### config.mk
export PLATFORM = sky130hd
export DESIGN_NAME = mouse_packet_cursor_tracker
export DESIGN_NICKNAME = d
export VERILOG_FILES = /design/src/sv/mpct_pkg.sv /design/src/sv/mpct_queue.sv /design/src/sv/mpct_framer.sv /design/src/sv/mpct_tracker.sv /design/src/sv/mouse_packet_cursor_tracker.sv
export SDC_FILE = /design/constraint.sdc
export NUM_CORES = 1
export LEC_CHECK = 0
export BUFFER_PORTS_ARGS = -buffer_cell sky130_fd_sc_hd__clkbuf_2
export CORE_ASPECT_RATIO = 0.9
export CORE_UTILIZATION = 30
export DETAILED_ROUTE_END_ITERATION = 10
export GPL_ROUTABILITY_DRIVEN = 0
export GPL_TIMING_DRIVEN = 0
export MAX_ROUTING_LAYER = met4
export SLEW_MARGIN = 25
export SYNTH_ARGS = -nofsm -noshare
export SYNTH_HDL_FRONTEND = slang
export SYNTH_HIERARCHICAL = 1
export SYNTH_SLANG_ARGS = --single-unit
### constraint.sdc
create_clock -name clk -period 13.3 [get_ports clk]
set_input_delay 2.66 -clock clk [delete_from_list [all_inputs] [get_ports clk]]
set_output_delay 2.66 -clock clk [all_outputs]
set_load 0.05 [all_outputs]
### src/sv/mpct_pkg.sv
// Package for the mouse packet cursor tracker: constants, codes and shared types.
package mpct_pkg;

	localparam int COORD_BITS_DEF = 12;
	localparam int PKT_DEPTH_DEF  = 2;
	localparam int OUT_DEPTH_DEF  = 2;

	localparam int BYTE_BITS  = 8;
	localparam int SIZE_BITS  = 13;
	localparam int OUT_BITS   = 12;
	localparam int DELTA_BITS = 10;
	localparam int CFG_IDX_BITS = 1;

	localparam logic [SIZE_BITS-1:0] WIDTH_RESET  = 13'd1024;
	localparam logic [SIZE_BITS-1:0] HEIGHT_RESET = 13'd768;

	localparam logic [BYTE_BITS-1:0] FLAG_ALWAYS_ONE = 8'h08;
	localparam int FLAG_X_SIGN_BIT = 4;
	localparam int FLAG_Y_SIGN_BIT = 5;
	localparam int FLAG_X_OVF_BIT  = 6;
	localparam int FLAG_Y_OVF_BIT  = 7;

	localparam logic signed [DELTA_BITS-1:0] SIGN_WEIGHT = 10'sd256;
	localparam logic signed [DELTA_BITS-1:0] OVF_EXTRA   = 10'sd255;

	typedef enum logic [CFG_IDX_BITS-1:0] {
		REG_SCREEN_WIDTH  = 1'b0,
		REG_SCREEN_HEIGHT = 1'b1
	} mpct_reg_t;

	typedef enum logic [1:0] {
		PH_FLAGS = 2'd0,
		PH_XBYTE = 2'd1,
		PH_YBYTE = 2'd2
	} mpct_phase_t;

	typedef struct packed {
		logic [BYTE_BITS-1:0] flags;
		logic [BYTE_BITS-1:0] x_byte;
		logic [BYTE_BITS-1:0] y_byte;
	} mpct_pkt_t;

	typedef struct packed {
		logic full;
		logic empty;
	} mpct_qstat_t;

	typedef struct packed {
		logic [OUT_BITS-1:0] x;
		logic [OUT_BITS-1:0] y;
	} mpct_res_t;

endpackage

### src/sv/mpct_queue.sv
// Small first-in first-out queue built from registers.
module mpct_queue #(
	parameter int WIDTH = 8,
	parameter int DEPTH = 2
) (
	input  logic                 clk,
	input  logic                 arst_n,
	input  logic                 push,
	input  logic [WIDTH-1:0]     wdata,
	input  logic                 pop,
	output logic [WIDTH-1:0]     rdata,
	output mpct_pkg::mpct_qstat_t status
);
	import mpct_pkg::*;

	localparam int AW = (DEPTH > 1) ? $clog2(DEPTH) : 1;
	localparam int CW = $clog2(DEPTH + 1);

	logic [WIDTH-1:0] slots_q [DEPTH];
	logic [AW-1:0]    wr_ptr_q;
	logic [AW-1:0]    rd_ptr_q;
	logic [CW-1:0]    count_q;
	logic             push_ok;
	logic             pop_ok;

	assign status.full  = (count_q == CW'(DEPTH));
	assign status.empty = (count_q == '0);
	assign push_ok = push && !status.full;
	assign pop_ok  = pop && !status.empty;
	assign rdata   = slots_q[rd_ptr_q];

	always_ff @(posedge clk) begin
		if (push_ok) begin
			slots_q[wr_ptr_q] <= wdata;
		end
	end

	always_ff @(posedge clk or negedge arst_n) begin
		if (!arst_n) begin
			wr_ptr_q <= '0;
			rd_ptr_q <= '0;
			count_q  <= '0;
		end else begin
			if (push_ok) begin
				wr_ptr_q <= (wr_ptr_q == AW'(DEPTH - 1)) ? '0 : wr_ptr_q + 1'b1;
			end
			if (pop_ok) begin
				rd_ptr_q <= (rd_ptr_q == AW'(DEPTH - 1)) ? '0 : rd_ptr_q + 1'b1;
			end
			count_q <= count_q + CW'(push_ok) - CW'(pop_ok);
		end
	end

	a_count_bound: assert property (@(posedge clk) disable iff (!arst_n)
		count_q <= CW'(DEPTH))
		else $error("queue holds more beats than its depth");

	a_no_overflow: assert property (@(posedge clk) disable iff (!arst_n)
		push |-> !status.full)
		else $error("beat pushed into a full queue");

endmodule

### src/sv/mpct_framer.sv
// Front part: accepts mouse bytes and frames them into three-byte packets.
module mpct_framer (
	input  logic                           clk,
	input  logic                           arst_n,
	input  logic                           push,
	output logic                           full,
	input  logic [mpct_pkg::BYTE_BITS-1:0] data_byte,
	input  mpct_pkg::mpct_qstat_t          pkt_status,
	output logic                           pkt_push,
	output mpct_pkg::mpct_pkt_t            pkt
);
	import mpct_pkg::*;

	mpct_phase_t          phase_q;
	mpct_phase_t          phase_next;
	logic [BYTE_BITS-1:0] flags_q;
	logic [BYTE_BITS-1:0] x_byte_q;
	logic                 accept;
	logic                 load_flags;
	logic                 load_x;
	logic                 is_flags;

	assign full     = pkt_status.full;
	assign accept   = push && !pkt_status.full;
	assign is_flags = ((data_byte & FLAG_ALWAYS_ONE) != '0);

	always_comb begin
		phase_next = phase_q;
		if (accept) begin
			unique case (phase_q)
				PH_XBYTE: phase_next = PH_YBYTE;
				PH_YBYTE: phase_next = PH_FLAGS;
				// The unused code behaves as the flags phase.
				default:  phase_next = is_flags ? PH_XBYTE : PH_FLAGS;
			endcase
		end
	end

	always_comb begin
		load_flags = 1'b0;
		load_x     = 1'b0;
		pkt_push   = 1'b0;
		unique case (phase_q)
			PH_XBYTE: load_x     = accept;
			PH_YBYTE: pkt_push   = accept;
			default:  load_flags = accept && is_flags;
		endcase
	end

	assign pkt.flags  = flags_q;
	assign pkt.x_byte = x_byte_q;
	assign pkt.y_byte = data_byte;

	always_ff @(posedge clk or negedge arst_n) begin
		if (!arst_n) begin
			phase_q  <= PH_FLAGS;
			flags_q  <= '0;
			x_byte_q <= '0;
		end else begin
			phase_q <= phase_next;
			if (load_flags) begin
				flags_q <= data_byte;
			end
			if (load_x) begin
				x_byte_q <= data_byte;
			end
		end
	end

	a_push_restarts: assert property (@(posedge clk) disable iff (!arst_n)
		pkt_push |=> phase_q == PH_FLAGS)
		else $error("framing did not restart after a complete packet");

	a_bad_first: assert property (@(posedge clk) disable iff (!arst_n)
		accept && (phase_q != PH_XBYTE) && (phase_q != PH_YBYTE) && !is_flags
		|=> phase_q == PH_FLAGS && $stable(flags_q))
		else $error("first byte without its marker bit was not dropped");

endmodule

### src/sv/mpct_tracker.sv
// Back part: decodes packets, moves and clamps the cursor, holds the screen size.
module mpct_tracker #(
	parameter int COORD_BITS = mpct_pkg::COORD_BITS_DEF
) (
	input  logic                              clk,
	input  logic                              arst_n,
	input  logic                              cfg_we,
	input  logic [mpct_pkg::CFG_IDX_BITS-1:0] cfg_index,
	input  logic [mpct_pkg::SIZE_BITS-1:0]    cfg_data,
	input  mpct_pkg::mpct_qstat_t             pkt_status,
	input  mpct_pkg::mpct_pkt_t               pkt,
	output logic                              pkt_pop,
	input  mpct_pkg::mpct_qstat_t             res_status,
	output logic                              res_push,
	output mpct_pkg::mpct_res_t               res
);
	import mpct_pkg::*;

	localparam int SW   = ((COORD_BITS > SIZE_BITS) ? COORD_BITS : SIZE_BITS) + 2;
	localparam int MINB = (COORD_BITS < OUT_BITS) ? COORD_BITS : OUT_BITS;
	localparam logic [COORD_BITS-1:0] CAP = '1;

	logic [SIZE_BITS-1:0]          width_q;
	logic [SIZE_BITS-1:0]          height_q;
	logic [COORD_BITS-1:0]         pos_x_q;
	logic [COORD_BITS-1:0]         pos_y_q;
	logic signed [DELTA_BITS-1:0]  dx;
	logic signed [DELTA_BITS-1:0]  dy;
	logic signed [SW-1:0]          vx;
	logic signed [SW-1:0]          vy;
	logic [COORD_BITS-1:0]         new_x;
	logic [COORD_BITS-1:0]         new_y;

	function automatic logic signed [DELTA_BITS-1:0] delta_of(
		input logic [BYTE_BITS-1:0] b,
		input logic                 neg,
		input logic                 ovf
	);
		logic signed [DELTA_BITS-1:0] d;
		d = $signed(DELTA_BITS'(b));
		// A set sign bit makes the byte the low part of a nine-bit negative value.
		if (neg) begin
			d = d - SIGN_WEIGHT;
		end
		if (ovf) begin
			d = neg ? d - OVF_EXTRA : d + OVF_EXTRA;
		end
		return d;
	endfunction

	function automatic logic [COORD_BITS-1:0] clamp_coord(
		input logic signed [SW-1:0]  v,
		input logic [SIZE_BITS-1:0]  size
	);
		logic signed [SW-1:0] hi;
		logic signed [SW-1:0] r;
		hi = $signed(SW'(size)) - SW'(1);
		if (hi > $signed(SW'(CAP))) begin
			hi = $signed(SW'(CAP));
		end
		r = v;
		if (v < 0) begin
			r = '0;
		end else if (v > hi) begin
			r = hi;
		end
		if (size == '0) begin
			r = '0;
		end
		return COORD_BITS'(r);
	endfunction

	assign pkt_pop  = !pkt_status.empty && !res_status.full;
	assign res_push = pkt_pop;

	always_comb begin
		dx = delta_of(pkt.x_byte, pkt.flags[FLAG_X_SIGN_BIT], pkt.flags[FLAG_X_OVF_BIT]);
		dy = delta_of(pkt.y_byte, pkt.flags[FLAG_Y_SIGN_BIT], pkt.flags[FLAG_Y_OVF_BIT]);
		vx = $signed(SW'(pos_x_q)) + SW'(dx);
		// Upward motion on the mouse means a smaller row on the screen.
		vy = $signed(SW'(pos_y_q)) - SW'(dy);
		new_x = clamp_coord(vx, width_q);
		new_y = clamp_coord(vy, height_q);
	end

	always_comb begin
		res = '0;
		res.x[MINB-1:0] = new_x[MINB-1:0];
		res.y[MINB-1:0] = new_y[MINB-1:0];
	end

	always_ff @(posedge clk or negedge arst_n) begin
		if (!arst_n) begin
			width_q  <= WIDTH_RESET;
			height_q <= HEIGHT_RESET;
			pos_x_q  <= '0;
			pos_y_q  <= '0;
		end else begin
			if (cfg_we) begin
				case (mpct_reg_t'(cfg_index))
					REG_SCREEN_WIDTH:  width_q  <= cfg_data;
					REG_SCREEN_HEIGHT: height_q <= cfg_data;
					default: ;
				endcase
			end
			if (pkt_pop) begin
				pos_x_q <= new_x;
				pos_y_q <= new_y;
			end
		end
	end

	a_zero_width: assert property (@(posedge clk) disable iff (!arst_n)
		pkt_pop && (width_q == '0) |=> pos_x_q == '0)
		else $error("cursor column moved on a screen of zero width");

	a_zero_height: assert property (@(posedge clk) disable iff (!arst_n)
		pkt_pop && (height_q == '0) |=> pos_y_q == '0)
		else $error("cursor row moved on a screen of zero height");

endmodule

### src/sv/mouse_packet_cursor_tracker.sv
// Top level of the mouse packet cursor tracker: framer, packet queue, tracker, result queue.
// Throughput: one byte per cycle while full is low; a packet needs three accepted bytes
// and yields one result, registered in the packet queue and then in the result queue,
// where it waits to be popped; a full result queue holds packets back in the packet queue.
// Reset: asynchronous, clears framing, cursor position and both queues; the screen size
// returns to 1024 by 768.
module mouse_packet_cursor_tracker #(
	parameter int COORD_BITS = mpct_pkg::COORD_BITS_DEF,
	parameter int PKT_DEPTH  = mpct_pkg::PKT_DEPTH_DEF,
	parameter int OUT_DEPTH  = mpct_pkg::OUT_DEPTH_DEF
) (
	input  logic                              clk,
	input  logic                              arst_n,
	input  logic                              push,
	output logic                              full,
	input  logic [mpct_pkg::BYTE_BITS-1:0]    data_byte,
	output logic                              empty,
	input  logic                              pop,
	output logic [mpct_pkg::OUT_BITS-1:0]     cursor_x,
	output logic [mpct_pkg::OUT_BITS-1:0]     cursor_y,
	input  logic                              cfg_valid,
	output logic                              cfg_ready,
	input  logic [mpct_pkg::CFG_IDX_BITS-1:0] cfg_index,
	input  logic [mpct_pkg::SIZE_BITS-1:0]    cfg_data
);
	import mpct_pkg::*;

	mpct_qstat_t pkt_status;
	mpct_qstat_t res_status;
	mpct_pkt_t   pkt_in;
	mpct_pkt_t   pkt_out;
	logic        pkt_push;
	logic        pkt_pop;
	mpct_res_t   res_in;
	mpct_res_t   res_out;
	logic        res_push;

	assign cfg_ready = 1'b1;

	mpct_framer u_framer (
		.clk        (clk),
		.arst_n     (arst_n),
		.push       (push),
		.full       (full),
		.data_byte  (data_byte),
		.pkt_status (pkt_status),
		.pkt_push   (pkt_push),
		.pkt        (pkt_in)
	);

	mpct_queue #(
		.WIDTH ($bits(mpct_pkt_t)),
		.DEPTH (PKT_DEPTH)
	) u_pkt_queue (
		.clk    (clk),
		.arst_n (arst_n),
		.push   (pkt_push),
		.wdata  (pkt_in),
		.pop    (pkt_pop),
		.rdata  (pkt_out),
		.status (pkt_status)
	);

	mpct_tracker #(
		.COORD_BITS (COORD_BITS)
	) u_tracker (
		.clk        (clk),
		.arst_n     (arst_n),
		.cfg_we     (cfg_valid && cfg_ready),
		.cfg_index  (cfg_index),
		.cfg_data   (cfg_data),
		.pkt_status (pkt_status),
		.pkt        (pkt_out),
		.pkt_pop    (pkt_pop),
		.res_status (res_status),
		.res_push   (res_push),
		.res        (res_in)
	);

	mpct_queue #(
		.WIDTH ($bits(mpct_res_t)),
		.DEPTH (OUT_DEPTH)
	) u_res_queue (
		.clk    (clk),
		.arst_n (arst_n),
		.push   (res_push),
		.wdata  (res_in),
		.pop    (pop),
		.rdata  (res_out),
		.status (res_status)
	);

	assign empty    = res_status.empty;
	assign cursor_x = res_out.x;
	assign cursor_y = res_out.y;

endmodule

### Word-level counts from Yosys, hierarchy flattened

Memory sizes are Yosys's and may differ from the RTL's.
Cells that the tools add are included.
W data, S select, Z words.

| storage, ports and cells | value |
|---|---|
| bits in registers | 76 |
| memories kept | 2 |
| input bits | 27 |
| memory bits (writable) | 96 |
| output and inout bits | 27 |
| logic and storage cells | 89 |

| operators by class | value |
|---|---|
| equal/unequal tests | 4 |
| $lt $le $gt $ge | 6 |
| reductions and logical operators | 18 |
| muxes and demuxes | 27 |
| $add $sub $neg | 18 |
| bitwise operators | 1 |

Memories:

| name | depth | width | rd ports | clocked after memory_dff | wr ports | line | text |
|---|---|---|---|---|---|---|---|
| u_pkt_queue.slots_q | 2 | 24 | 1 | 0 | 1 | mpct_queue.sv:19 | `logic [WIDTH-1:0] slots_q [DEPTH];` |
| u_res_queue.slots_q | 2 | 24 | 1 | 0 | 1 | mpct_queue.sv:19 |  |

Operators by type and width:

| cell | number |
|---|---|
| $mux W12 | 6 |
| $mux W10 | 6 |
| $gt A14 B15 Y1 | 2 |
| $gt A15 B13 Y1 const B | 2 |
| $mux W15 | 2 |
| $lt A14 B1 Y1 const B | 2 |
| $sub A13 B1 Y14 const B | 2 |
| $logic_not A13 Y1 | 2 |
| $add A10 B9 Y10 const B | 2 |
| $sub A10 B9 Y10 const B | 2 |
| $sub A8 B9 Y10 const B | 2 |
| $add A13 B10 Y14 | 1 |
| $sub A13 B10 Y14 | 1 |
| $mux W1 | 12 |
| $logic_and A1 B1 Y1 | 7 |
| $eq A2 B2 Y1 const B | 3 |
| $add A1 B1 Y1 const B | 4 |
| $add A2 B1 Y2 | 2 |
| $logic_not A1 Y1 | 4 |
| $logic_not A2 Y1 | 2 |
| $pmux W2 S2 | 1 |
| $reduce_and A2 Y1 | 2 |
| $sub A2 B1 Y2 | 2 |
| $eq A2 B1 Y1 const B | 1 |
| other kinds (2) | 2 |

### Depth between registers and ports, before layout

Gate-level depths: netlist (run 1).
An unclocked memory read counts as a cell.

| depth | value |
|---|---|
| depth in word-level cells | 11 |
| gate-level depth with buffers | 30 |
| mapped depth without buffers | 26 |

### Modules after synthesis

The synthesis (run 1) kept the hierarchy.

By module, submodules not included:

| module | area each (um^2) | times used | sequential area each (um^2) | cells an instance |
|---|---|---|---|---|
| mpct_tracker | 5600.4 | 1 | 1255.0 | 663 |
| mpct_queue | 2034.5 | 2 | 1541.5 | 93 |
| mpct_framer | 785.8 | 1 | 450.4 | 53 |
| mouse_packet_cursor_tracker | 11.3 | 1 | 0.0 | 2 |

### Worst setup path before layout (run 1)

Ideal clock, no wire load.

| timing | value |
|---|---|
| path type | register to register |
| start | reg u_pkt_queue.rd_ptr_q |
| end | mem u_res_queue/slots_q[0][22] (netlist name), data pin |
| setup slack | 7.391 ns |
| library setup time | 0.262 ns |
| cell stages (with the launch flop) | 30 |
| required time | 13.038 ns |
| buffers on the path | 4 |
| arrival | 5.647 ns |
| cells stage by stage | dfrtp_1 buf_6 buf_12 mux2_4 inv_1 ha_1 a21o_1 a21oi_1 nor2b_1 o21a_1 nor2_1 xnor2_1 mux2_2 ha_1 buf_2 o21a_1 o21ai_0 a32oi_1 a21o_1 a2111oi_0 nor2_1 xnor2_1 ha_1 a21o_1 a21oi_1 o211ai_1 mux2_2 buf_2 mux2i_2 nor2_1 |

RTL lines:

| item | line | text |
|---|---|---|
| start: declaration | mpct_queue.sv:21 | `logic [AW-1:0] rd_ptr_q;` |
| start signal: assignment | mpct_queue.sv:48 | `rd_ptr_q <= (rd_ptr_q == AW'(DEPTH - 1)) ? '0 : rd_ptr_q + 1'b1;` |
| end: declaration | mpct_queue.sv:19 |  |

==> results_dict.tcl, run 1 <==
set metrics [dict create \
    grt_pass1_wl_um 35400 \
    setup_slack_ps 6300 \
    grt_pass1_vias 6525 \
    crit_family "compound AO/OA/AOI/OAI gates" \
    slowest_delay_ps 460 \
    vias 6640 \
    place_hpwl_um 17000 \
    fin_skew_ps 14.5 \
    wl_per_cell_um 15.7 \
    yosysWarnings 6 \
    min_path_type "reg -> reg" \
    clk_path_buf_depth 2 \
    slew_headroom_pct 37.7 \
    avgSynthCellArea_um2 11.3 \
    drt-total-wl_um 21800 \
    place_ws_ps 6350 \
    dieWidth_um 195 \
    die_area_um2 34200 \
    start_util_pct 30.5 \
    avgViaCountPerCell 4.77 \
    grt_usage_pct 13.6 \
    setup_violations 0 \
    drc_errors 0 \
    seqCellArea_um2 4450 \
    numCtsBuffers 17 \
    final_hold_viol_count 0 \
    post_cts_buffers 0 \
    crit_buf_inv 4 \
    grt_setup_unrepaired "no" \
    clockRootBuffer "clkbuf_16" \
    fp.dieH_um 175 \
    cp.arrival_ps 7150 \
    tightest_slew_ps 935 \
    synth_nets 992 \
    syn-cell-area_um2 10000 \
    io_buffers 52 \
    final_max_slew_viol_count 0 \
    crit_slowest_cell "inv_1" \
    timing.final.crit_period_ps 7000 \
    endpoint_kind "flip-flop" \
    multi_input_area_um2 5100 \
    drive_above_1_share_pct 24.1 \
    fin_util_pct 34.9 \
    ant_nets 0 \
    num-nets-final 1065 \
    timing.fmax_mhz 143 \
    num-fill-cells 3250 \
    drt_iter0_drc 494 \
    crit_path_start_kind "flip-flop" \
    cts_tree "done" \
    syn-instance-count 884 \
    status "complete, no violations" \
    diodes 0 \
    cts_hold_buf 0 \
    finalSetupTns_ps 0 \
    ioPinCount 54 \
    drv_cap 0 \
    gr-total-overflow 0 \
    critPathKind "reg -> reg" \
    grt_start_max_net_pins 46 \
    cts_resized 0 \
    area_delta_synth_final_pct 14.6 \
    core_um2 32900 \
    crit_required_ps 13450 \
    rows 63 \
    clkSinkCount 160 \
    h-tree-depth 4 \
    drtPass1Iterations 5 \
    crit_fanout 15 \
    clk_pin_slew_worst_paths_ps 70 \
    min_period_over_period_pct 52.6 \
    antenna_found_initial 0 \
    clock_latency_ps 430 \
]
## through the flow
stage,cell area [µm²],std cells,hold WS (ps)
CTS,11500,1392,466
detailed placement,10900,1360,451
floorplan,10000,884,437
global placement,10800,1358,446
global route,11500,1392,475
finish,11500,1392,464
## worst paths after layout
check | start | endpoint | slack [ps] | cells past startpoint
worst min-delay path | u_framer/flags_q[4]$_DFFE_PN0P_ | u_pkt_queue/slots_q[0][20]$_DFFE_PP_ | 460 | 0
worst max-delay path | u_pkt_queue/rd_ptr_q$_DFFE_PN0P_ | u_res_queue/slots_q[0][2]$_DFFE_PP_ | 6300 | 27
worst max register to register | u_pkt_queue/rd_ptr_q$_DFFE_PN0P_ | u_res_queue/slots_q[0][2]$_DFFE_PP_ | 6300 | 27
worst min register to register | u_framer/flags_q[4]$_DFFE_PN0P_ | u_pkt_queue/slots_q[0][20]$_DFFE_PP_ | 460 | 0
max in group asynchronous | arst_n | u_tracker/height_q[9]$_DFFE_PN1P_ | 10440 | 2
min in group asynchronous | arst_n | u_framer/x_byte_q[7]$_DFFE_PN0P_ | 2200 | 1
## layer usage
metal	wire length, µm	track usage [%]
met1	11800	20.4
met2	8910	19.3
met3	909	1.86
met4	184	3.25
met5	0	-
## final cells by class
cell class                      count  share of cell area [%]
Multi-Input combinational cell    627                    44.4
Sequential cell                   160                    38.7
Tap cell                          422                    4.59
Clock buffer                       17                    3.70
Timing Repair Buffer               54                    2.66
Buffer                             38                    2.38
Inverter                           59                    1.93
Clock inverter                     15                    1.68
## cells in the final DEF (no fill, tap or decap), types with 18 or more instances in the layout
| cell type | instances |
|---|---|
| mux2_2 | 53 |
| inv_1 | 59 |
| xor2_1 | 18 |
| clkbuf_2 | 51 |
| edfxtp_1 | 88 |
| nor2_1 | 65 |
| ha_1 | 77 |
| mux2i_1 | 23 |
| mux2_4 | 37 |
| nand2_1 | 66 |
| o21ai_0 | 31 |
| a21oi_1 | 26 |
| xnor2_1 | 36 |
| dfrtp_1 | 69 |
## state kept, by name, indices dropped and copies added, names as in the netlist, 4 cells and up
name / flops
u_framer/x_byte_q: 8
u_tracker/pos_y_q: 12
u_pkt_queue/slots_q: 40
u_tracker/pos_x_q: 12
u_res_queue/slots_q: 48
u_tracker/width_q: 13
u_framer/flags_q: 4
u_tracker/height_q: 13
Power of run 1 is left out: the tool's default activity adds up to more than one toggle a clock period on the data nets, which glitch-free logic cannot reach.
==> inputs of run 2 (changes only) <==
Clock period 13.3 ns to 5.73 ns, I/O delays scaled along.
==> results_dict.tcl, run 2 (synthesis gave the netlist of run 1 again) <==
set metrics [dict create \
    status "complete, but fails checks" \
    violations "setup timing" \
    mostFrequentLayoutCell "edfxtp_1" \
    antenna_found_initial 0 \
    stdcell_count 1427 \
    cp.arrival_ps 5960 \
    regMostFlops "u_res_queue/slots_q" \
    crit_path_start_kind "flip-flop" \
    num-nets-final 1100 \
    slowest_delay_ps 380 \
    setup_violations 24 \
    io_buffers 52 \
    grt_pass1_wl_um 37000 \
    most-common-layout-cells "edfxtp_1 (88), dfrtp_1 (69), nand2_1 (66), ha_1 (63), inv_1 (57)" \
    grt_busiest_layer "met2" \
    ant_nets 0 \
    timing.fmax_mhz 173 \
    grt_use_met2_pct 20.7 \
    place_inst 1359 \
    min_period_over_period_pct 101 \
    clkSinkCount 160 \
    crit_fanout 4 \
    avgViaCountPerCell 4.88 \
    cts_tree "done" \
    timing.final.crit_period_ps 5780 \
    die_area_um2 34200 \
    endpoint_kind "flip-flop" \
    grt_pass1_vias 6774 \
    setup_slack_ps -51.8 \
    area_delta_synth_final_pct 25.6 \
    use_met3_pct 2.86 \
    crit_required_ps 5910 \
    drive_above_1_share_pct 36.5 \
    clk_pin_slew_worst_paths_ps 70 \
    grt_usage_pct 14.5 \
    slew_headroom_pct 34.1 \
    clockRootBuffer "clkbuf_16" \
    dieWidth_um 195 \
    rows 63 \
    numCtsBuffers 17 \
    grt_start_max_net_pins 73 \
    hold_ws_ps 466 \
    wl_per_cell_um 16.4 \
    placed_area_um2 10900 \
    drv_cap 0 \
    place_hpwl_um 16900 \
    reg_top3 "u_res_queue/slots_q (48), u_pkt_queue/slots_q (40)" \
    final_cell_area_um2 12600 \
    critPathKind "reg -> reg" \
    crit_slowest_cell "mux2_4" \
    drtPass1Iterations 5 \
    largest_register_ffs 48 \
    fp.dieH_um 175 \
    gr-total-overflow 0 \
    start_util_pct 30.5 \
    fin_skew_ps 10.4 \
    clk_path_buf_depth 2 \
    drt_iter0_drc 458 \
    h-tree-depth 4 \
    diodes 0 \
    vias 6957 \
    drc_errors 0 \
    min_path_type "reg -> reg" \
    tightest_slew_ps 989 \
    grtUsageMet1_pct 20.5 \
    grt_setup_unrepaired "yes" \
    clock_latency_ps 440 \
    final_hold_viol_count 0 \
    core_um2 32900 \
    ioPinCount 54 \
    drt-total-wl_um 23400 \
    final_max_slew_viol_count 0 \
]
-- run 2: per-stage QoR --
step | utilization, % | setup WS, ps | setup TNS, ps
after floorplan | - | 13.7 | 0
after global placement | 32.9 | -1120 | -58030
after detailed placement | 33.0 | -1150 | -61630
after CTS | 36.5 | 1.15 | 0
after global routing | 38.2 | -271 | -12440
final | 38.2 | -51.8 | -581
-- run 2: cell type report --
cell class | count | area [µm²]
Clock inverter | 11 | 165
Timing Repair Buffer | 91 | 643
Inverter | 59 | 229
Sequential cell | 160 | 4450
Buffer | 36 | 279
Tap cell | 422 | 528
Multi-Input combinational cell | 627 | 5860
Fill cell | 3163 | 20400
Clock buffer | 21 | 450
-- run 2: critical path: cells and delay by family, from the launching register on --
family,cells,cell delay [ps]
XOR/XNOR,2,210
flip-flops,1,370
adder cells (fa/ha/maj),3,770
buffers and inverters,4,570
AND/OR/NAND/NOR,4,310
AO/OA/AOI/OAI,11,2040
multiplexers,4,1270
-- run 2: layer usage --
layer	wire length, µm	vias to the layer above
met4	354	0
met1	12100	3403
met2	10100	127
met3	861	29
met5	0	-
li1	-	3398
-- run 2: timing repair --
item	4_1_cts	5_1_grt
resized for setup	74	101
endpoints found under the setup margin	72	72
pin swaps	20	59
hold buffers	0	0
gates cloned	2	0
buffers inserted	17	19
-- run 2: final timing paths --
check,start,endpoint,slack (ps),cells past startpoint
setup reg to reg,u_pkt_queue/rd_ptr_q$_DFFE_PN0P_,u_res_queue/slots_q[1][13]$_DFFE_PP_,-50,28
hold / removal,u_framer/x_byte_q[2]$_DFFE_PN0P_,u_pkt_queue/slots_q[0][10]$_DFFE_PP_,470,0
max in group asynchronous,arst_n,u_res_queue/count_q[1]$_DFF_PN0_,4560,1
hold reg to reg,u_framer/x_byte_q[2]$_DFFE_PN0P_,u_pkt_queue/slots_q[0][10]$_DFFE_PP_,470,0
min in group asynchronous,arst_n,u_framer/flags_q[7]$_DFFE_PN0P_,720,1
setup / recovery,u_pkt_queue/rd_ptr_q$_DFFE_PN0P_,u_res_queue/slots_q[1][13]$_DFFE_PP_,-50,28
Power of run 2 is left out for the same reason.
==> inputs of run 3 (changes only) <==
Settings changed: SETUP_SLACK_MARGIN from default to 0.4, SKIP_LAST_GASP from default to 1.
==> results_dict.tcl, run 3 (synthesis gave the netlist of run 1 again) <==
set metrics [dict create \
    status "complete, no violations" \
    gr-total-overflow 0 \
    setup_slack_ps 38.6 \
    hold_path_startpoint "u_framer/flags_q[5]$_DFFE_PN0P_" \
    ant_nets 0 \
    drt_iter0_drc 521 \
    crit_slowest_cell "dfrtp_1" \
    most-common-layout-cells "edfxtp_1 (88), dfrtp_1 (69), nand2_1 (66), ha_1 (65), inv_1 (57)" \
    cts_tree "done" \
    setup_violations 0 \
    die_area_um2 34200 \
    min_period_over_period_pct 99.3 \
    setup.worst_path.start "u_pkt_queue/rd_ptr_q$_DFFE_PN0P_" \
    critPathKind "reg -> reg" \
    min_path_type "reg -> reg" \
    crit_path_start_kind "flip-flop" \
    grt_pass1_wl_um 36500 \
    largest_register_ffs 48 \
    num-fill-cells 3131 \
    numCtsBuffers 17 \
    clockRootBuffer "clkbuf_16" \
    clkSinkCount 160 \
    vias 6910 \
    final_hold_viol_count 0 \
    grt_setup_unrepaired "yes" \
    dieWidth_um 195 \
    slowest_delay_ps 370 \
    grt_start_max_net_pins 73 \
    h-tree-depth 4 \
    endpoint_kind "flip-flop" \
    io_buffers 52 \
    mostFrequentLayoutCell "edfxtp_1" \
    slew_headroom_pct 36.7 \
    drv_cap 0 \
    area_delta_synth_final_pct 27.5 \
    placed_area_um2 11000 \
    reg_top3 "u_res_queue/slots_q (48), u_pkt_queue/slots_q (40)" \
    fin_util_pct 38.8 \
    crit_fanout 5 \
    drive_above_1_share_pct 38.6 \
    drtPass1Iterations 5 \
    timing.final.crit_period_ps 5690 \
    clk_pin_slew_worst_paths_ps 60 \
    place_hpwl_um 16700 \
    ioPinCount 54 \
    drc_errors 0 \
    wl_per_cell_um 16.1 \
    crit_family "compound AO/OA/AOI/OAI gates" \
    final_cell_area_um2 12800 \
    avgViaCountPerCell 4.82 \
    grt_pass1_vias 6641 \
    stdcell_count 1435 \
    place_ws_ps -741 \
    drt-total-wl_um 23100 \
    num-nets-final 1108 \
    clk_path_buf_depth 2 \
    fin_skew_ps 6.68 \
    start_util_pct 30.5 \
    tightest_slew_ps 949 \
    place_inst 1359 \
    cts_hold_buf 0 \
    crit_buf_inv 5 \
    final_max_slew_viol_count 0 \
    timing.fmax_mhz 176 \
    crit_required_ps 5900 \
    diodes 0 \
    cp.arrival_ps 5870 \
    regMostFlops "u_res_queue/slots_q" \
    core_um2 32900 \
    grt_usage_pct 14.2 \
    r2r-start "u_pkt_queue/rd_ptr_q$_DFFE_PN0P_" \
    fp.dieH_um 175 \
    rows 63 \
    antenna_found_initial 0 \
    clock_latency_ps 430 \
]
[run 3: cell types whose count changed in the layout (fill, tap and decap cells not counted), moves of 3 or more]
cell,previous run,this run
nor2_2,21,25
o21ai_2,12,15
nor2_1,44,36
nor2_4,3,7
ha_4,11,8
buf_6,7,16
[run 3: area by class of cell]
cell class	instances	area (µm²)	share of cell area, %
clock inverter	10	126	0.987
sequential	160	4450	34.8
timing repair buffer	97	706	5.51
inverter	59	229	1.79
multi-input combinational	627	5960	46.6
tap	422	528	4.13
clock buffer	22	485	3.79
buffer	38	310	2.42
[run 3: metrics by stage]
stage	hold WS (ps)	setup TNS, ps
after floorplan	437	0
after global placement	445	-33520
after detailed placement	451	-37190
after CTS	466	0
after global routing	481	-9360
final	467	0
[run 3: routing by layer]
metal	part of all wire, %	global-route usage (%)
met4	0.81	3.02
met2	43	20.1
met5	0	-
met3	4.1	3.03
met1	53	20.6
[run 3: what timing repair did]
action,in CTS,in global routing
pin swaps,58,23
cloned,2,0
gates resized for setup,130,54
endpoints found under the setup margin,72,72
buffers inserted,31,11
[run 3: path summary, 6_finish.rpt]
check                                                       endpoint  slack, ps  cells past startpoint
worst max-delay path             u_res_queue/slots_q[1][6]$_DFFE_PP_         40                     28
worst min-delay path            u_pkt_queue/slots_q[1][21]$_DFFE_PP_        470                      0
worst max register to register   u_res_queue/slots_q[1][6]$_DFFE_PP_         40                     28
worst min register to register  u_pkt_queue/slots_q[1][21]$_DFFE_PP_        470                      0
max in group asynchronous           u_tracker/pos_y_q[1]$_DFFE_PN0P_       4560                      1
min in group asynchronous            u_framer/flags_q[6]$_DFFE_PN0P_        710                      1
Power of run 3 is left out for the same reason.
